**config.mk**
```make
export PLATFORM = sky130hd
export DESIGN_NAME = rerd_isqrt
export DESIGN_NICKNAME = d
export VERILOG_FILES = /design/src/sv/rerd_isqrt.sv
export SDC_FILE = /design/constraint.sdc
export NUM_CORES = 2
export LEC_CHECK = 0
export BUFFER_PORTS_ARGS = -buffer_cell sky130_fd_sc_hd__buf_4
export CAP_MARGIN = 20
export CORE_UTILIZATION = 60
export CTS_CLUSTER_DIAMETER = 80
export DETAILED_ROUTE_END_ITERATION = 10
export PLACE_DENSITY = 0.78
export SYNTH_ARGS = -nofsm -noshare
export SYNTH_HDL_FRONTEND = slang
export SYNTH_SLANG_ARGS = --single-unit
```
**constraint.sdc**
```tcl
create_clock -name clk -period 5.4 [get_ports clk]
set_input_delay 0 -clock clk [delete_from_list [all_inputs] [get_ports clk]]
set_output_delay 0 -clock clk [all_outputs]
set_load 0.005 [all_outputs]
```
**src/sv/rerd_isqrt.sv**
```systemverilog
// pipelined integer square root, one root bit per stage
module rerd_isqrt #(
  parameter int AW = 64,
  parameter int RW = 32
) (
  input  logic          clk,
  input  logic          en,
  input  logic [AW-1:0] rad,
  output logic [RW-1:0] root
);

  logic [AW-1:0] rem_r [RW];
  logic [RW-1:0] res_r [RW];
  logic [AW-1:0] rem_in [RW];
  logic [RW-1:0] res_in [RW];

  for (genvar g = 0; g < RW; g++) begin : g_stage
    localparam int B = RW - 1 - g;
    logic [AW+1:0] trial;
    logic          ge;
    if (g == 0) begin : g_first
      assign rem_in[g] = rad;
      assign res_in[g] = '0;
    end else begin : g_next
      assign rem_in[g] = rem_r[g-1];
      assign res_in[g] = res_r[g-1];
    end
    assign trial = ({{(AW+2-RW){1'b0}}, res_in[g]} << (B + 1)) + ((AW+2)'(1) << (2 * B));
    assign ge    = {2'b00, rem_in[g]} >= trial;
    always_ff @(posedge clk) begin
      if (en) begin
        rem_r[g] <= ge ? rem_in[g] - trial[AW-1:0] : rem_in[g];
        res_r[g] <= ge ? (res_in[g] | (RW'(1) << B)) : res_in[g];
      end
    end
  end

  assign root = res_r[RW-1];

endmodule

```
# After elaboration in Yosys (flattened, before gate mapping)
# Memories as Yosys holds them, arrays and structs flattened.
# Cells that the tools add are included.
[totals]
reg_bits = 0
ramBits = 3072
in_bits = 66
out_inout_bits = 32
elab_cells = 163
n_memories = 2
[op_classes]
addsub = 63
order_cmp = 32
mux = 66
[mem_list]
columns = ["name", "depth", "width", "rd", "rd_ports_with_merged_regs", "wr", "line", "rtl"]
rows = [
  ["rem_r", 32, 64, 31, 0, 32, "12", "logic [AW-1:0] rem_r [RW];"],
  ["res_r", 32, 32, 32, 0, 32, "13", "logic [RW-1:0] res_r [RW];"],
]
[ops]
columns = ["cell", "n"]
rows = [
  ["64-bit two-way mux", 32],
  ["63-bit by 61-bit adder with 64-bit output (second input constant)", 1],
  ["64-bit by 34-bit >= comparator with 1-bit output", 1],
  ["64-bit by 35-bit >= comparator with 1-bit output", 1],
  ["64-bit by 36-bit >= comparator with 1-bit output", 1],
  ["64-bit by 37-bit >= comparator with 1-bit output", 1],
  ["64-bit by 38-bit >= comparator with 1-bit output", 1],
  ["64-bit by 39-bit >= comparator with 1-bit output", 1],
  ["64-bit by 40-bit >= comparator with 1-bit output", 1],
  ["64-bit by 41-bit >= comparator with 1-bit output", 1],
  ["64-bit by 42-bit >= comparator with 1-bit output", 1],
  ["64-bit by 43-bit >= comparator with 1-bit output", 1],
  ["64-bit by 44-bit >= comparator with 1-bit output", 1],
  ["64-bit by 45-bit >= comparator with 1-bit output", 1],
  ["64-bit by 46-bit >= comparator with 1-bit output", 1],
  ["64-bit by 47-bit >= comparator with 1-bit output", 1],
  ["64-bit by 48-bit >= comparator with 1-bit output", 1],
  ["64-bit by 49-bit >= comparator with 1-bit output", 1],
  ["64-bit by 50-bit >= comparator with 1-bit output", 1],
  ["64-bit by 51-bit >= comparator with 1-bit output", 1],
  ["64-bit by 52-bit >= comparator with 1-bit output", 1],
  ["64-bit by 53-bit >= comparator with 1-bit output", 1],
  ["64-bit by 54-bit >= comparator with 1-bit output", 1],
  ["64-bit by 55-bit >= comparator with 1-bit output", 1],
  ["other kinds (104)", 106],
]

# Depth between registers and ports, before layout
# An unclocked memory read counts as a cell.
[logic_depth]
depth_word = 4
ltp_mapped = 15
ltp_nobuf = 13

# Worst setup path before layout
# Ideal clock, no wire load.
[synth_timing]
path_kind = "reg2reg"
startpoint = "memory rem_r[25][23] (netlist: rem_r[12][87])"
endpoint = "memory rem_r[26][62] (netlist: rem_r[13][62]), data pin"
t_arrival_ps = 3443
slack_ps = 1695
stages_incl_launch_ff = 12
period_less_slack_ps = 3705
path_cell_list = "edfxtp_1 ha_1 inv_2 or4_1 or4_1 nor4b_1 or3_1 nor3_2 a2111o_1 or4_4 nor3b_2 xor2_1"
[synth_rtl]
columns = ["element", "line"]
rows = [
  ["start, declared", "12"],
]

==> flow_summary.json <==
{
  "drive_above_1_share_pct": 7.02,
  "hold_slack_ns": 0.188,
  "r2r-end": "rem_r[13][62]",
  "async_reset_ff_share_pct": 0,
  "min-delay-start": "en",
  "worstPathArrival_ns": 5.28,
  "wl_met3_mm": 24.6,
  "crit_buf_inv": 0,
  "worstSetupStartpointType": "flop",
  "netlist_instances": 9492,
  "ant_nets": 0,
  "drt_wl_total_mm": 297,
  "netlist.area_leader.share_pct": 63.0,
  "finClkSkew_ns": 0.0827,
  "clock-root-buffer": "clkbuf_16",
  "nets": 10527,
  "grt_usage_pct": 28.9,
  "cp_top_family": "simple AND/OR/NAND/NOR gates",
  "netlist.top_cell.by_area": "edfxtp_1",
  "cts_tree": "done",
  "synth_cell_types": 90,
  "crit_fanout": 7,
  "vdd_drop_max_mv": 0.418,
  "gp_congestion": 0.955,
  "ctsResizeCount": 0,
  "drc": 0,
  "power.total_mw": 56.9,
  "ioPinCount": 98,
  "synth_seq_cells": 2512,
  "synth_edf_count": 2512,
  "drtPass1Iterations": 7,
  "clockBufferDepth": 4,
  "r2r-start": "rem_r[12][98]",
  "htree_levels": 5,
  "ys_seq_area_share_pct": 63.0,
  "cts_buffers": 278,
  "path_cells": "ha_1 -> and2_1 -> and3_1 -> nor4b_1 -> nor4b_1 -> or3_1 -> nor3_4 -> a2111o_1 -> or4_4 -> nor3b_2 -> xor2_1",
  "initial_core_util_pct": 60.5,
  "slew_headroom_pct": 21.4,
  "critPathMostFrequentCell": "nor4b_1",
  "numPortBuffers": 97,
  "worstHoldEndpoint": "res_r[1][55]",
  "worstMarginPinSlew_ns": 1.18,
  "worstSetupEndpointType": "flop",
  "placementRows": 163,
  "grt_pass1_wl_mm": 450,
  "yosysWarnings": 0,
  "p_leak_nw": 50.4,
  "hold_path_class": "primary input to flop",
  "fin_crit_sh_pct": 86.6,
  "cp.depth": 11,
  "grt_max_degree": 182,
  "core-area_sq_um": 198000,
  "fp.dieArea_sq_um": 201000,
  "hold_depth": 2,
  "area_delta_synth_final_pct": 11.6,
  "criticalPathCategory": "flop to flop",
  "synth_area_leaders": "edfxtp_1 63%, ha_1 5.8%, xnor2_1 3.2%, xor2_1 3.2%, a21oi_1 2.3%",
  "num_vias": 79743,
  "worstSkewPairLatency_ns": 0.94,
  "period_needed_ns": 4.67,
  "fmax_ghz": 0.214,
  "wl_met1_mm": 121,
  "highest_layer": "met5",
  "critPathRequiredTime_ns": 6.01,
  "pwr_density_cell_nw_per_um2": 426,
  "drv_slew": 0,
  "worst_path_max_delay_cell": "nor4b_1",
  "rsz0062_at_grt": "false",
  "setup_tns_ns": 0,
  "met2_length_mm": 143,
  "grt_pass1_vias": 76762,
  "die_height_microns": 449,
  "synth_fp_nets": 10116,
  "r2r_cells": 11,
  "hold_violations": 0,
  "clock_sinks": 2512,
  "dieWidth_microns": 449,
  "maxCapViolCount": 0,
  "wl_per_cell_microns": 23.4,
  "slowest_delay_ns": 0.77,
  "final-setup-viol-count": 0,
  "antenna_found_initial": 21,
  "status": "finished, final reports clean",
  "clk_pin_slew_ns": 0.05,
  "r2r_setup_slack_ns": 0.73,
  "synth_flop_cell": "edfxtp_1",
  "dp_hpwl_mm": 209,
  "drt-initial-drc-count": 8993,
  "grt_overflow": 0,
  "syn_area_per_cell_sq_um": 12.6,
  "vias_per_cell": 6.27,
  "syn_area_sq_um": 120000
}
==> cells in the mapped netlist (10+ instances only) <==
cell type,instances
a311oi_1,13
nand3_1,138
o2111ai_1,11
o211ai_1,34
nand3b_1,30
and4_1,16
o21bai_1,48
buf_2,19
nand4b_1,14
or2_2,49
inv_1,695
nand2_1,661
edfxtp_1,2512
o21a_1,86
o21ai_0,483
a211oi_1,41
clkbuf_1,147
a21oi_1,557
o41ai_1,15
nor3_1,265
or4_1,77
a21o_1,238
ha_1,558
mux2i_1,14
and3_1,40
buf_1,10
nor4_1,336
nor2_1,597
a21boi_0,20
nand4_1,157
nand2b_1,119
o31ai_1,49
a31oi_1,39
nor2b_1,76
mux2_2,68
nor3b_1,23
xnor2_1,442
xor2_1,439
or3_1,101
nor4b_1,47
and2_1,23
a211o_1,18
==> stage by stage <==
stage	worst slack [ns]	cell area, sq um	utilization [%]	instances
finish	0.725	134000	67.6	12728
global route	0.534	134000	67.6	12726
CTS	0.791	134000	67.6	12721
detailed placement	0.803	124000	62.7	12129
global placement	0.909	124000	62.7	12129
floorplan	1.70	120000	-	9492
==> cell families (layout without fill, tap and decap cells) <==
kind of cell    count (synthesis)  count (layout)  synth area share (%)
simple gates                 2812            2812                  12.1
flops                        2512            2512                  63.0
other cells                     0               4                     0
buf+inv                       873            1465                  2.76
compound gates               1774            1774                  9.14
mux                            82              82                 0.757
xor+xnor                      881             881                  6.44
fa+ha+maj                     558             558                  5.83
==> sequential cells by signal, indices dropped and copies added, names as in the netlist <==
name / cells
res_r: 528
rem_r: 1984
==> routing by layer <==
| layer | vias to the layer above | track usage (%) |
|---|---|---|
| met4 | 16 | 8.90 |
| li1 | 36317 | - |
| met1 | 39108 | 39.3 |
| met3 | 645 | 5.10 |
| met5 | - | 0 |
| met2 | 3657 | 47.7 |
==> final cells by class <==
class | count | area [sq um]
timing repair buffer | 307 | 2810
clock inverter | 146 | 1270
clock buffer | 315 | 7120
sequential | 2512 | 75400
tap | 2640 | 3300
fill | 13721 | 64200
antenna | 4 | 10.0
inverter | 697 | 2620
multi-input combinational | 6107 | 41100
==> cells in the final DEF, fill, tap and decap left out, drive strengths merged, types with 48 or more instances in the layout <==
master,instances
o21a,86
nor2,597
nand2b,119
xor2,439
or4,78
or3,101
dlygate4sd3,131
inv,703
buf,173
a21oi,558
o21bai,48
or2,49
nor3,267
nand4,157
xnor2,442
edfxtp,2512
nor2b,76
o21ai,493
o31ai,50
nor4,339
clkinv,107
a21o,238
nand3,138
clkbuf,318
nand2,661
ha,558
mux2,68
==> repair_timing <==
item	CTS	global route
hold endpoints to repair	353	0
buffers inserted	0	0
hold buffers	131	0
==> worst max-delay path by stage <==
stage,start,end,slack [ns]
2_1_floorplan,rem_r[12][87],rem_r[13][62],1.70
3_3_place_gp,rem_r[12][87],rem_r[13][62],0.91
3_5_place_dp,rem_r[12][87],rem_r[13][62],0.80
4_1_cts,rem_r[12][87],rem_r[13][62],0.79
5_1_grt,res_r[1][316],rem_r[13][62],0.53
6_report,rem_r[12][98],rem_r[13][62],0.73
==> where the power goes <==
group / internal, mW / leakage (nW) / total, mW / switching, mW
Clock: 10.4 / 4.09 / 18.0 / 7.60
Combinational: 4.89 / 22.2 / 12.0 / 7.06
Sequential: 24.8 / 24.2 / 26.9 / 2.11
Total: 40.1 / 50.4 / 56.9 / 16.8
Power figures use the tool's default switching activity.
